## src/baa_pkg.sv

```systemverilog
// types, widths and codes shared by the bump arena allocator
package baa_pkg;

  localparam int unsigned FIELD_W = 21;
  localparam int unsigned CNT_W   = 32;
  localparam int unsigned OFS_W   = FIELD_W + 1;

  localparam logic [FIELD_W-1:0] DEFAULT_ALIGN = FIELD_W'(8);
  localparam logic [OFS_W-1:0]   CAP_GRAIN_M1  = OFS_W'(15);

  typedef enum logic [0:0] {
    CFG_CAPACITY = 1'b0,
    CFG_BUDGET   = 1'b1
  } baa_cfg_idx_t;

  typedef enum logic [0:0] {
    OP_ALLOC = 1'b0,
    OP_RESET = 1'b1
  } baa_op_t;

  typedef enum logic [2:0] {
    ST_OK     = 3'd0,
    ST_UNINIT = 3'd1,
    ST_ZERO   = 3'd2,
    ST_FULL   = 3'd3,
    ST_BUDGET = 3'd4,
    ST_RESET  = 3'd5
  } baa_status_t;

  typedef struct packed {
    logic               operation;
    logic [FIELD_W-1:0] request_size;
    logic [FIELD_W-1:0] alignment;
  } baa_req_t;

  typedef struct packed {
    logic               granted;
    baa_status_t        status;
    logic [FIELD_W-1:0] block_offset;
    logic [FIELD_W-1:0] used_bytes;
    logic [FIELD_W-1:0] peak_bytes;
    logic [CNT_W-1:0]   resets_seen;
    logic [CNT_W-1:0]   failures_seen;
    logic [CNT_W-1:0]   budget_overruns;
  } baa_rsp_t;

endpackage

```

## src/baa_chan_if.sv

```systemverilog
// valid/ready channel interface carrying one payload per transaction
interface baa_chan_if
  import baa_pkg::*;
#(
  parameter type payload_t = baa_req_t
);
  logic     valid;
  logic     ready;
  payload_t payload;

  modport source (output valid, output payload, input ready);
  modport sink   (input valid, input payload, output ready);
endinterface

```

## src/baa_in_stage.sv

```systemverilog
// input register holding one request transaction
module baa_in_stage
  import baa_pkg::*;
(
  input  logic     clk,
  input  logic     rst_n,
  baa_chan_if.sink in_chan,
  input  logic     space,
  output logic     commit,
  output baa_req_t req
);

  logic     valid_r;
  logic     valid_nxt;
  baa_req_t req_r;

  assign in_chan.ready = !valid_r || space;
  assign commit        = valid_r && space;
  assign req           = req_r;

  always_comb begin
    valid_nxt = valid_r;
    if (in_chan.ready) begin
      valid_nxt = in_chan.valid;
    end
  end

  always_ff @(posedge clk) begin
    if (!rst_n) begin
      valid_r <= 1'b0;
    end else begin
      valid_r <= valid_nxt;
    end
  end

  always_ff @(posedge clk) begin
    if (in_chan.valid && in_chan.ready) begin
      req_r <= in_chan.payload;
    end
  end

endmodule

```

## src/baa_core.sv

```systemverilog
// arena state, configuration registers and allocation decision
module baa_core
  import baa_pkg::*;
#(
  parameter int unsigned ARENA_MAX_BYTES = 1048576
)(
  input  logic               clk,
  input  logic               rst_n,
  input  logic               cfg_wr_en,
  input  baa_cfg_idx_t       cfg_index,
  input  logic [FIELD_W-1:0] cfg_wdata,
  input  logic               commit,
  input  baa_req_t           req,
  output baa_rsp_t           rsp
);

  localparam logic [31:0] MAX_L = 32'(ARENA_MAX_BYTES);

  logic [FIELD_W-1:0] cap_r;
  logic [FIELD_W-1:0] budget_r;
  logic [OFS_W-1:0]   offset_r, offset_nxt;
  logic [OFS_W-1:0]   peak_r, peak_nxt;
  logic [CNT_W-1:0]   resets_r, resets_nxt;
  logic [CNT_W-1:0]   fails_r, fails_nxt;
  logic [CNT_W-1:0]   overruns_r, overruns_nxt;

  logic [FIELD_W-1:0] align_eff;
  logic [FIELD_W-1:0] align_m1;
  logic [OFS_W:0]     aligned;
  logic [OFS_W+1:0]   end_ofs;
  logic [OFS_W-1:0]   cap_round;
  logic [OFS_W-1:0]   cap_eff;
  logic               full;
  logic               over_budget;
  logic               granted;
  baa_status_t        status;

  always_comb begin
    align_eff   = (req.alignment == '0) ? DEFAULT_ALIGN : req.alignment;
    align_m1    = align_eff - FIELD_W'(1);
    aligned     = ({1'b0, offset_r} + {2'b00, align_m1}) & ~{2'b00, align_m1};
    end_ofs     = {1'b0, aligned} + {3'b000, req.request_size};
    cap_round   = ({1'b0, cap_r} + CAP_GRAIN_M1) & ~CAP_GRAIN_M1;
    cap_eff     = ({10'b0, cap_round} > MAX_L) ? MAX_L[OFS_W-1:0] : cap_round;
    full        = end_ofs > {2'b00, cap_eff};
    over_budget = (budget_r != '0) && (end_ofs > {3'b000, budget_r});
  end

  always_comb begin
    offset_nxt   = offset_r;
    peak_nxt     = peak_r;
    resets_nxt   = resets_r;
    fails_nxt    = fails_r;
    overruns_nxt = overruns_r;
    granted      = 1'b0;
    priority if (cap_r == '0) begin
      status = ST_UNINIT;
    end else if (req.operation == OP_RESET) begin
      status     = ST_RESET;
      offset_nxt = '0;
      resets_nxt = resets_r + CNT_W'(1);
    end else if (req.request_size == '0) begin
      status = ST_ZERO;
    end else if (full) begin
      status    = ST_FULL;
      fails_nxt = fails_r + CNT_W'(1);
    end else if (over_budget) begin
      status       = ST_BUDGET;
      fails_nxt    = fails_r + CNT_W'(1);
      overruns_nxt = overruns_r + CNT_W'(1);
    end else begin
      status     = ST_OK;
      granted    = 1'b1;
      offset_nxt = end_ofs[OFS_W-1:0];
      if (end_ofs[OFS_W-1:0] > peak_r) begin
        peak_nxt = end_ofs[OFS_W-1:0];
      end
    end
  end

  always_comb begin
    rsp.granted         = granted;
    rsp.status          = status;
    rsp.block_offset    = granted ? aligned[FIELD_W-1:0] : '0;
    rsp.used_bytes      = offset_nxt[FIELD_W-1:0];
    rsp.peak_bytes      = peak_nxt[FIELD_W-1:0];
    rsp.resets_seen     = resets_nxt;
    rsp.failures_seen   = fails_nxt;
    rsp.budget_overruns = overruns_nxt;
  end

  always_ff @(posedge clk) begin
    if (!rst_n) begin
      cap_r    <= '0;
      budget_r <= '0;
    end else if (cfg_wr_en) begin
      unique case (cfg_index)
        CFG_CAPACITY: cap_r    <= cfg_wdata;
        CFG_BUDGET:   budget_r <= cfg_wdata;
        default:      cap_r    <= cap_r;
      endcase
    end
  end

  always_ff @(posedge clk) begin
    if (!rst_n) begin
      offset_r   <= '0;
      peak_r     <= '0;
      resets_r   <= '0;
      fails_r    <= '0;
      overruns_r <= '0;
    end else if (commit) begin
      offset_r   <= offset_nxt;
      peak_r     <= peak_nxt;
      resets_r   <= resets_nxt;
      fails_r    <= fails_nxt;
      overruns_r <= overruns_nxt;
    end
  end

  a_offset_below_peak: assert property (@(posedge clk) disable iff (!rst_n)
    offset_r <= peak_r)
    else $error("arena offset above peak");

  a_budget_counts_both: assert property (@(posedge clk) disable iff (!rst_n)
    commit && status == ST_BUDGET |=>
      overruns_r == $past(overruns_r) + CNT_W'(1) &&
      fails_r == $past(fails_r) + CNT_W'(1))
    else $error("budget refusal not counted in both counters");

  a_refusal_keeps_offset: assert property (@(posedge clk) disable iff (!rst_n)
    commit && !granted && status != ST_RESET |=> $stable(offset_r) && $stable(peak_r))
    else $error("refused transaction moved the offset");

  a_grant_fits_capacity: assert property (@(posedge clk) disable iff (!rst_n)
    commit && granted |=> offset_r <= $past(cap_eff))
    else $error("granted block extends past capacity");

endmodule

```

## src/baa_out_stage.sv

```systemverilog
// result register toward the receiver
module baa_out_stage
  import baa_pkg::*;
(
  input  logic       clk,
  input  logic       rst_n,
  input  logic       commit,
  input  baa_rsp_t   rsp,
  output logic       space,
  baa_chan_if.source out_chan
);

  logic     valid_r;
  logic     valid_nxt;
  baa_rsp_t rsp_r;

  assign space            = !valid_r || out_chan.ready;
  assign out_chan.valid   = valid_r;
  assign out_chan.payload = rsp_r;

  always_comb begin
    valid_nxt = valid_r;
    if (space) begin
      valid_nxt = commit;
    end
  end

  always_ff @(posedge clk) begin
    if (!rst_n) begin
      valid_r <= 1'b0;
    end else begin
      valid_r <= valid_nxt;
    end
  end

  always_ff @(posedge clk) begin
    if (commit) begin
      rsp_r <= rsp;
    end
  end

endmodule

```

## src/bump_arena_allocator.sv

```systemverilog
// top level of the bump-pointer frame arena allocator
// usage:
//   in_chan carries one request per transaction: operation (allocate or
//   frame reset), request_size and alignment (zero selects 8 bytes).
//   out_chan returns exactly one result per request, in order: grant flag,
//   status, block offset, used and peak bytes and the three counters.
//   cfg_wr_en/cfg_index/cfg_wdata write capacity (index 0) or budget
//   (index 1); write only while no transaction is in flight.
// timing:
//   a request is registered on acceptance, decided against the arena
//   offset once the result register has space and then held in the
//   result register until out_chan takes it.
//   one transaction per cycle sustained while out_chan is ready; the single
//   offset register with its align/add/compare path sets that figure.
// reset:
//   rst_n clears capacity, budget, offset, peak and counters; the arena
//   is uninitialized until capacity is written nonzero.
// stall:
//   when out_chan is not ready the result holds, one more request waits in
//   the input register and in_chan.ready then drops.
module bump_arena_allocator
  import baa_pkg::*;
#(
  parameter int unsigned ARENA_MAX_BYTES = 1048576
)(
  input  logic               clk,
  input  logic               rst_n,
  input  logic               cfg_wr_en,
  input  baa_cfg_idx_t       cfg_index,
  input  logic [FIELD_W-1:0] cfg_wdata,
  baa_chan_if.sink           in_chan,
  baa_chan_if.source         out_chan
);

  logic     space;
  logic     commit;
  baa_req_t req;
  baa_rsp_t rsp;

  baa_in_stage u_in (
    .clk     (clk),
    .rst_n   (rst_n),
    .in_chan (in_chan),
    .space   (space),
    .commit  (commit),
    .req     (req)
  );

  baa_core #(
    .ARENA_MAX_BYTES (ARENA_MAX_BYTES)
  ) u_core (
    .clk       (clk),
    .rst_n     (rst_n),
    .cfg_wr_en (cfg_wr_en),
    .cfg_index (cfg_index),
    .cfg_wdata (cfg_wdata),
    .commit    (commit),
    .req       (req),
    .rsp       (rsp)
  );

  baa_out_stage u_out (
    .clk      (clk),
    .rst_n    (rst_n),
    .commit   (commit),
    .rsp      (rsp),
    .space    (space),
    .out_chan (out_chan)
  );

endmodule

```

## src/flat_wrapper.sv

```systemverilog
// flat-port wrapper written by rule: the top's interface ports become plain ports
module bump_arena_allocator_flat import baa_pkg::*;
#(
  parameter int unsigned ARENA_MAX_BYTES = 1048576
)
  (clk, rst_n, cfg_wr_en, cfg_index, cfg_wdata, in_chan_valid, in_chan_payload, in_chan_ready, out_chan_valid, out_chan_payload, out_chan_ready);
  baa_chan_if #(.payload_t(baa_req_t)) in_chan_i ();
  baa_chan_if #(.payload_t(baa_rsp_t)) out_chan_i ();
  input  logic clk;
  input  logic rst_n;
  input  logic cfg_wr_en;
  input  baa_cfg_idx_t cfg_index;
  input  logic [FIELD_W-1:0] cfg_wdata;
  input wire logic [$bits(in_chan_i.valid)-1:0] in_chan_valid;
  input wire logic [$bits(in_chan_i.payload)-1:0] in_chan_payload;
  output wire logic [$bits(in_chan_i.ready)-1:0] in_chan_ready;
  output wire logic [$bits(out_chan_i.valid)-1:0] out_chan_valid;
  output wire logic [$bits(out_chan_i.payload)-1:0] out_chan_payload;
  input wire logic [$bits(out_chan_i.ready)-1:0] out_chan_ready;
  assign in_chan_i.valid = in_chan_valid;
  assign in_chan_i.payload = in_chan_payload;
  assign in_chan_ready = in_chan_i.ready;
  assign out_chan_valid = out_chan_i.valid;
  assign out_chan_payload = out_chan_i.payload;
  assign out_chan_i.ready = out_chan_ready;
  bump_arena_allocator #(.ARENA_MAX_BYTES(ARENA_MAX_BYTES)) u_core (.clk(clk), .rst_n(rst_n), .cfg_wr_en(cfg_wr_en), .cfg_index(cfg_index), .cfg_wdata(cfg_wdata), .in_chan(in_chan_i), .out_chan(out_chan_i));
endmodule
```

## config.mk

```make
export PLATFORM = sky130hd
export DESIGN_NAME = bump_arena_allocator_flat
export DESIGN_NICKNAME = d
export VERILOG_FILES = /design/src/baa_pkg.sv /design/src/baa_chan_if.sv /design/src/baa_in_stage.sv /design/src/baa_core.sv /design/src/baa_out_stage.sv /design/src/bump_arena_allocator.sv /design/src/flat_wrapper.sv
export SDC_FILE = /design/constraint.sdc
export NUM_CORES = 1
export LEC_CHECK = 0
export ABC_AREA = 1
export BUFFER_PORTS_ARGS = -buffer_cell sky130_fd_sc_hd__buf_4
export CORE_MARGIN = 3
export CORE_UTILIZATION = 60
export DETAILED_ROUTE_END_ITERATION = 10
export PLACE_DENSITY = 0.81
export REMOVE_ABC_BUFFERS = 1
export SLEW_MARGIN = 20
export SYNTH_ARGS = -nofsm -noshare
export SYNTH_HDL_FRONTEND = slang
export SYNTH_SLANG_ARGS = --single-unit
```

## constraint.sdc

```tcl
create_clock -name clk -period 8.87 [get_ports clk]
set_clock_uncertainty 0.15 [all_clocks]
set_input_delay 1.774 -clock clk [delete_from_list [all_inputs] [get_ports clk]]
set_output_delay 1.774 -clock clk [all_outputs]
set_load 0.005 [all_outputs]
```

[After elaboration in Yosys (flattened, before gate mapping)]
Cells that the tools add are included.
Word-level totals
  register bits after elaboration: 390
  logic and storage cells: 95
Operators by class
  $add $sub $neg: 7
  magnitude comparators: 4
  eq/ne operators: 3
  multiplexer cells: 34
  bitwise logic cells: 8
  reduce and logical (&&, ||, !) cells: 16
Operators with widths (count)
  $mux W32: 12
  $mux W21: 8
  $mux W22: 5
  $add A32 B1 Y32 const B: 3
  $logic_not A21 Y1: 3
  $add A23 B21 Y24: 1
  $gt A24 B21 Y1: 1
  $gt A24 B22 Y1: 1
  $add A22 B21 Y23: 1
  $and A23 B23 Y23: 1
  $not A21 Y23: 1
  $add A21 B4 Y22 const B: 1
  $gt A22 B21 Y1 const B: 1
  $gt A22 B22 Y1: 1
  $reduce_bool A21 Y1: 1
  $sub A21 B1 Y21 const B: 1
  $mux W3: 4
  $reduce_and A7 Y1: 1
  $ne A2 B1 Y1 const B: 3
  $not A1 Y1: 6
  $mux W1: 5
  $reduce_and A5 Y1: 1
  $reduce_and A2 Y1: 2
  $logic_and A1 B1 Y1: 3
  other kinds (3): 5

[Logic depth before layout (Yosys ltp)]
Gate-level depths: netlist of the first run.
  depth after elaboration: 13
  mapped depth: 53

[Hierarchy]
From an unflattened synthesis of the first run, not the netlist that was laid out.
Unflattened totals
  cells, all modules: 2599
  area, all modules: 20933.8 um2
By module, submodules not included
  baa_core: instances 1, cells each 2378, area an instance 14642.8 um2, seq. area each 3643.5 um2
  baa_out_stage: instances 1, cells each 169, area an instance 4941.0 um2, seq. area each 4914.7 um2
  baa_in_stage: instances 1, cells each 52, area an instance 1350.0 um2, seq. area each 1311.3 um2

[Least setup slack after synthesis of the first run]
OpenSTA, ideal clock, no wires.
  path type: input port to flip-flop
  start: input out_chan_ready
  end: register u_core.u_core.fails_r[3]
  data arrival time: 7.422 ns
  path slack: 0.949 ns
  cell stages on the path: 8
  buffers on the path: 3
  cell sequence: inv_1 -> nand2_1 -> nand2_1 -> clkbuf_1 -> inv_2 -> clkbuf_1 -> clkbuf_1 -> a21oi_1
Between the ends
  word-level cells in the longest chain between the ends: 2
RTL lines
  from (decl): line flat_wrapper.sv:19  | input wire logic [$bits(out_chan_i.ready)-1:0] out_chan_ready;
  $logic_or A1 B1 Y1: line baa_out_stage.sv:17  | assign space = !valid_r || out_chan.ready;
  $logic_and A1 B1 Y1: line baa_in_stage.sv:18  | assign commit = valid_r && space;
  net u_core.commit: line bump_arena_allocator.sv:36  | logic commit;
  to (signal assigned): line baa_core.sv:116  | fails_r <= fails_nxt;
  to (decl): line baa_core.sv:24  | logic [CNT_W-1:0] fails_r, fails_nxt;
The timed path passes the listed nets, and every way through them passes these cells.
A chain may end at the register's enable or synchronous reset.

==> impl_results.md, run 1 <==
* Status: complete, no violations
* Count of cell types in the netlist at 61
* GR peak layer: met2
* Post-synth top area share at 28.9%
* Top-count cell post-synth: nand2_1
* Commonest cells post-synth: nand2_1 (483), inv_1 (422), a21oi_1 (236), edfxtp_1 (206), dfxtp_1 (184)
* Post-route insts no fill at ~3300
* Boundary pin count at between 200 and 250
* Clock Tree Buf Depth at 3
* Grt total ovfl at 0
* Routed length per instance at 17.1 µm
* DRC at 0
* Top delay family on crit path: simple AND/OR/NAND/NOR gates
* Period utilisation layout at roughly 93%
* Root buffer cell: clkbuf_16
* Post-Syn Area per Cell at 8.20 µm²
* Dpl ws at around 0.6 ns
* PortBufs at 234
* Post-Syn Instances at 2605
* Top_reg_cell synth: edfxtp_1
* Critical path required time at around 9 ns
* Initial Utilization at 61.4%
* Die Y at 195 µm
* DRT Pass-1 Iters at 6
* Grt met3 use at 4.23%
* Hpwl dp at about 41 mm
* CTS tree: done
* Die Wd at slightly below 200 µm
* Synth area leader: edfxtp_1
* Hold Vio Cnt, Final at 0
* Gr usage total at approximately 29%
* P&R area growth vs syn at 15.9%
* Seq/Total Area, Yosys at 46.2%
* WL final at 56.6 mm
* Die area at between 0.03 and 0.04 mm²
* Final setup viols at 0
* Worst vdd ir at roughly 210 µV
* Worst setup margin at 0.595 ns
* CTS Sinks at 390
* N_diodes at 0
* CTS H-tree depth at 2
* Top cells by area, synth: edfxtp_1 (29%), dfxtp_1 (17%), nand2_1 (8.5%)
* Initial antenna violation count at 0
* Worst-Skew Late Latency at between 0.5 and 0.6 ns
* Hold WC Path Type: register to register
* Vias in the first global route at 17900
* Routing usage on met2 at around half
* Clock Pin Slew Worst Setup and Hold Paths at about 0.06 ns
* Crit path time final at 8.27 ns
* Fillers at 2713
* Post-synthesis cell area at 0.0214 mm²
* Max-slew headroom at 24.3%
* Leakage power at between 0.01 and 0.015 µW
* Worst slew pin tran at 1.13 ns
* Synth warn at 0
* CP Max Fanout at 12
* Final estimated routing congestion in global placement at 0.942
* Critical Path Sink Type: register
* CP bufs+invs at 5
* Cell row count at 68
* Max_cap viols at 0
* Fin nets at 2995
* Vias at 18500
* Post-CTS Hold Buffers at 0
* Critical path class: register to register
* CP startpoint kind: register
* Layout cell share with drive strength beyond 1 at 14.3%
* Placed insts at 3223
* Slowest-stage cell, CP: edfxtp_1
* Post-layout util at 71.1%
* Number of flops mapped to enable cells by yosys at between 200 and 250
* Crit-path most repeated cell: nand2_1
* Min Hold Slack at 0.342 ns
* F_max at 121 MHz
* Global-route wire length before repair at 90.3 mm
* CTS Buf Count at 42
* Ys async rst share at 0%
* Area of the core at 0.0348 mm²
* Post-route ant nets at 0
* Crit path largest cell delay at approximately 0.44 ns
* Largest net degree at the start of global routing at 159
* CP arrival at roughly 8.4 ns
* Met1 Track Usage GR at around 38%
* Initial drt markers at 1389
* Slew Limit Fails at 0
* Unrepaired setup endpoints after global routing: false
* Yosys reg bits at 390
* P per Cell Area at 195 mW/mm²
* Vias/cell at around 5.6
-- stage by stage --
| stage | power, µW | instance area [µm²] | TNS, ns |
|---|---|---|---|
| after floorplan | 2800 | 21000 | -4.70 |
| after global placement | 3120 | 23400 | 0 |
| after detailed placement | 3160 | 23400 | 0 |
| after CTS | 4830 | 24700 | 0 |
| after global routing | 5050 | 24800 | 0 |
| final | 4830 | 24800 | 0 |
-- where the power goes --
group / internal (µW) / switching, µW / total (µW)
Clock: 940 / 731 / 1670
Combinational: 364 / 694 / 1060
Sequential: 2030 / 72.9 / 2100
-- per-layer routing --
| metal | wire (µm) | up-vias | part of all wire (%) |
|---|---|---|---|
| met1 | 23500 | 8561 | 42 |
| met2 | 26900 | 728 | 47 |
| li1 | - | 9066 | - |
| met5 | 0 | - | 0 |
| met3 | 3920 | 141 | 6.9 |
| met4 | 2270 | 0 | 4.0 |
-- final timing paths --
path                        startpoint                           endpoint  slack, ns  cells after the start
min          u_core.u_core.budget_r[6]          u_core.u_core.budget_r[6]       0.34                      2
max reg2reg        u_core.u_in.req[10]  u_core.u_out.out_chan.payload[11]       0.60                     45
min reg2reg  u_core.u_core.budget_r[6]          u_core.u_core.budget_r[6]       0.34                      2
max                u_core.u_in.req[10]  u_core.u_out.out_chan.payload[11]       0.60                     45
-- kinds of logic (layout without fill, tap and decap cells) --
kind of cell	Yosys count	in the layout	share of synthesized area [%]
simple gates	974	975	20.6
xor+xnor	106	106	4.45
flops	390	390	46.2
buf+inv	519	762	9.56
fa+ha+maj	109	109	6.45
compound gates	507	507	12.7
-- placed cells by master (no fill, tap or decap), types with 16 or more instances in the layout --
cell and count:
dfxtp_1 184, nand4_1 63, clkbuf_16 43, nor4_1 25
xnor2_1 21, o21ai_0 144, nand2_1 482, buf_4 247
edfxtp_1 206, o21ai_1 64, a21oi_1 236, ha_1 107
nor2_1 161, nand3_1 109, nor3_1 57, inv_1 421
xor2_1 81, nor2_2 16
-- tightest hold or removal path: stages (launching register included) --
cell     delay, ns
dfxtp_1       0.30
inv_1         0.08
a21oi_1       0.07
-- cell type report --
cell class,instances,area (µm²),area share [%]
Clock buffer,52,1130,4.56
Inverter,437,1650,6.67
Timing Repair Buffer,248,1880,7.60
Tap cell,455,569,2.30
Sequential cell,390,9870,39.9
Multi-Input combinational cell,1697,9490,38.3
Clock inverter,25,170,0.687
-- registers in the layout, summed over array words and instances, names as in the netlist --
| register | flops |
|---|---|
| u_core.u_out.out_chan.payload | 163 |
| u_core.u_in.req | 43 |
| u_core.u_core.fails_r | 32 |
| u_core.u_core.overruns_r | 32 |
| u_core.u_core.resets_r | 32 |
| u_core.u_core.offset_r | 22 |
| u_core.u_core.peak_r | 22 |
| u_core.u_core.budget_r | 21 |
| u_core.u_core.cap_r | 21 |
| u_core.u_in.valid_r | 1 |
| u_core.u_out.out_chan.valid | 1 |
-- what timing repair did --
item / 4_1_cts / 5_1_grt
endpoints found under the setup margin: 0 / 183
setup buffers: 0 / 2
gates resized for setup: 0 / 3
Note: power is estimated with default switching activity, not from simulation.
==> inputs of run 2 (changes only) <==
MAX_ROUTING_LAYER = met4   (was default)
==> run 2 against run 1 <==
Setup slack improved by 0.20 ns; cell area increased by 0.43%; sequential cell count unchanged; clock power increased by 5%; maximum frequency increased by 2.4%; cell count about the same; first-iteration DRC count increased by 20%; non-clock buffer count increased by 3; largest cell class unchanged.
==> impl_results.md, run 2 (synthesis gave the netlist of run 1 again) <==
* Crit-path most repeated cell: nand2_1
* WL final at 57.2 mm (+1.0%)
* Global-route wire length before repair at 90.6 mm (+0.38%)
* Post-CTS Hold Buffers at 0 (unchanged)
* DRC at 0 (unchanged)
* Hold Path Origin: u_core.u_core.budget_r[14]
* Initial drt markers at 1661 (+20%)
* PortBufs at 234 (unchanged)
* CTS H-tree depth at 2 (unchanged)
* Root buffer cell: clkbuf_16
* Vias/cell at 5.65 (+0.91%)
* Gr usage total at 30.2% (+1.1 points)
* Layout cell share with drive strength beyond 1 at 14.3% (+0.090 points)
* CTS tree: done
* Worst vdd ir at 176 µV (-16%)
* Max-slew headroom at 25.4% (+1.1 points)
* Commonest non-fill, non-tap cell in the layout: nand2_1
* CP Max Fanout at 18 (+6)
* Hold Path Depth at 2 (unchanged)
* Die area at 0.0379 mm² (unchanged)
* Vias at 18700 (+1.0%)
* Gates resized, CTS repair at 0 (unchanged)
* CTS Sinks at 390 (unchanged)
* Worst reg2reg startpoint: u_core.u_in.req[18]
* Final setup viols at 0 (unchanged)
* Initial Utilization at 61.4% (unchanged)
* Post-CTS Setup Bufs at 0 (unchanged)
* Grt total ovfl at 0 (unchanged)
* Critical path required time at 9.19 ns (+0.15 ns)
* N_diodes at 0 (unchanged)
* Vias in the first global route at 17700 (-1.3%)
* Max_cap viols at 0 (unchanged)
* Worst-Skew Late Latency at 0.58 ns (about the same)
* Period utilisation layout at 91.1% (-2.2 points)
* Post-route ant nets at 0 (unchanged)
* Hold Vio Cnt, Final at 0 (unchanged)
* Slew Limit Fails at 0 (unchanged)
* Worst-case reg-to-reg path depth at 47 (+4.4%)
* Leakage power at 0.0114 µW (+0.37%)
* Post-layout util at 71.5% (+0.31 points)
* CP startpoint kind: register
* Fin nets at 2998 (+0.10%)
* Worst setup margin at 0.793 ns (+0.197 ns)
* Area of the core at 0.0348 mm² (unchanged)
* Clock Tree Buf Depth at 3 (unchanged)
* Power Total at 4920 µW (+1.8%)
* Final estimated routing congestion in global placement at 0.962 (+2.0%)
* Largest net degree at the start of global routing at 110 (-31%)
* Cell row count at 68 (unchanged)
* Initial antenna violation count at 0 (unchanged)
* Crit path time final at 8.08 ns (-0.197 ns)
* Reg-to-Reg End: u_core.u_core.peak_r[19]
* Routed length per instance at 17.3 µm (+0.91%)
* Fillers at 2634 (-2.9%)
* Status: complete, no violations
* P&R area growth vs syn at 16.4%
* Max reg flops at 163 (unchanged)
* Crit path largest cell delay at 0.40 ns (-0.04 ns)
* Clock Pin Slew Worst Setup and Hold Paths at 0.06 ns (about the same)
* Worst slew pin tran at 1.11 ns (-0.0160 ns)
* Reg-to-reg slack, setup at 0.79 ns (+0.20 ns)
* Most frequent cells in the layout: nand2_1 (482), inv_1 (421), buf_4 (250)
* Die Wd at 195 µm (unchanged)
* Slowest-stage cell, CP: nor4_1
* Critical path class: register to register
* TNS Setup at 0 ns (unchanged)
* DRT Pass-1 Iters at 6 (unchanged)
* Die Y at 195 µm (unchanged)
* Hpwl dp at 41.6 mm (+1.3%)
* F_max at 124 MHz (+2.4%)
* CP arrival at 8.40 ns (-0.04 ns)
* P per Cell Area at 198 mW/mm² (+1.3%)
* Hold WC Path Type: register to register
* Boundary pin count at 235 (unchanged)
* Endpoint of the worst hold path: u_core.u_core.budget_r[14]
* Critical Path Sink Type: register
* CTS Buf Count at 42 (unchanged)
* Dpl ws at 0.489 ns (-0.108 ns)
## run 2: changes by cell type in the layout (fill, tap and decap cells not counted), moves of 2 or more
cell,before,now
inv_6,3,1
bufinv_16,1,3
clkbuf_1,7,9
clkinv_4,3,0
clkinv_2,12,10
buf_4,247,250
## run 2: stage by stage
step           hold WS, ns  cell area, µm²  std cells
2_1_floorplan        0.278           21000       2523
3_3_place_gp         0.326           23400       3228
3_5_place_dp         0.326           23400       3228
4_1_cts              0.337           24800       3305
5_1_grt              0.373           24900       3307
6_report             0.343           24900       3307
## run 2: worst max-delay path: cells and delay by family, from the launching register on
family | cells | cell delay [ns]
flops | 1 | 0.39
simple gates | 30 | 4.15
xor+xnor | 2 | 0.43
compound gates | 5 | 1.01
fa+ha+maj | 3 | 1.03
buf+inv | 7 | 0.83
## run 2: worst max-delay path by stage
stage / end / depth (start not counted) / slack, ns / start
after floorplan: u_core.u_core.offset_r[0] / 7 / -0.30 / out_chan_ready
after global placement: u_core.u_out.out_chan.payload[149] / 38 / 0.59 / u_core.u_in.req[0]
after detailed placement: u_core.u_out.out_chan.payload[149] / 40 / 0.49 / u_core.u_in.req[10]
after CTS: u_core.u_out.out_chan.payload[149] / 40 / 0.42 / u_core.u_in.req[10]
after global routing: u_core.u_core.peak_r[19] / 45 / -0.008 / u_core.u_in.req[9]
final: u_core.u_core.peak_r[19] / 47 / 0.79 / u_core.u_in.req[18]
## run 2: cell type report
cell class / instances / area (µm²) / share of cell area, %
clock buffers: 55 / 1150 / 4.63
clock inverters: 22 / 213 / 0.855
inverters: 437 / 1650 / 6.64
multi-input cells: 1697 / 9510 / 38.2
flip-flops and latches: 390 / 9870 / 39.7
well taps: 455 / 569 / 2.29
repair buffers: 251 / 1900 / 7.66
## run 2: where the power goes
| group | leakage [µW] | internal, µW | total, µW | switching (µW) |
|---|---|---|---|---|
| Combinational | 0.00719 | 369 | 1070 | 697 |
| Sequential | 0.00352 | 2030 | 2100 | 74.4 |
| Clock | 0.000667 | 1010 | 1750 | 738 |
| Total | 0.0114 | 3410 | 4920 | 1510 |
## run 2: per-layer routing
| metal | track usage, % | up-vias | wire, µm |
|---|---|---|---|
| li1 | - | 9081 | - |
| met1 | 39.0 | 8680 | 23700 |
| met2 | 48.7 | 776 | 26800 |
| met3 | 4.84 | 144 | 4520 |
| met4 | 10.8 | 0 | 2150 |
| met5 | - | - | 0 |
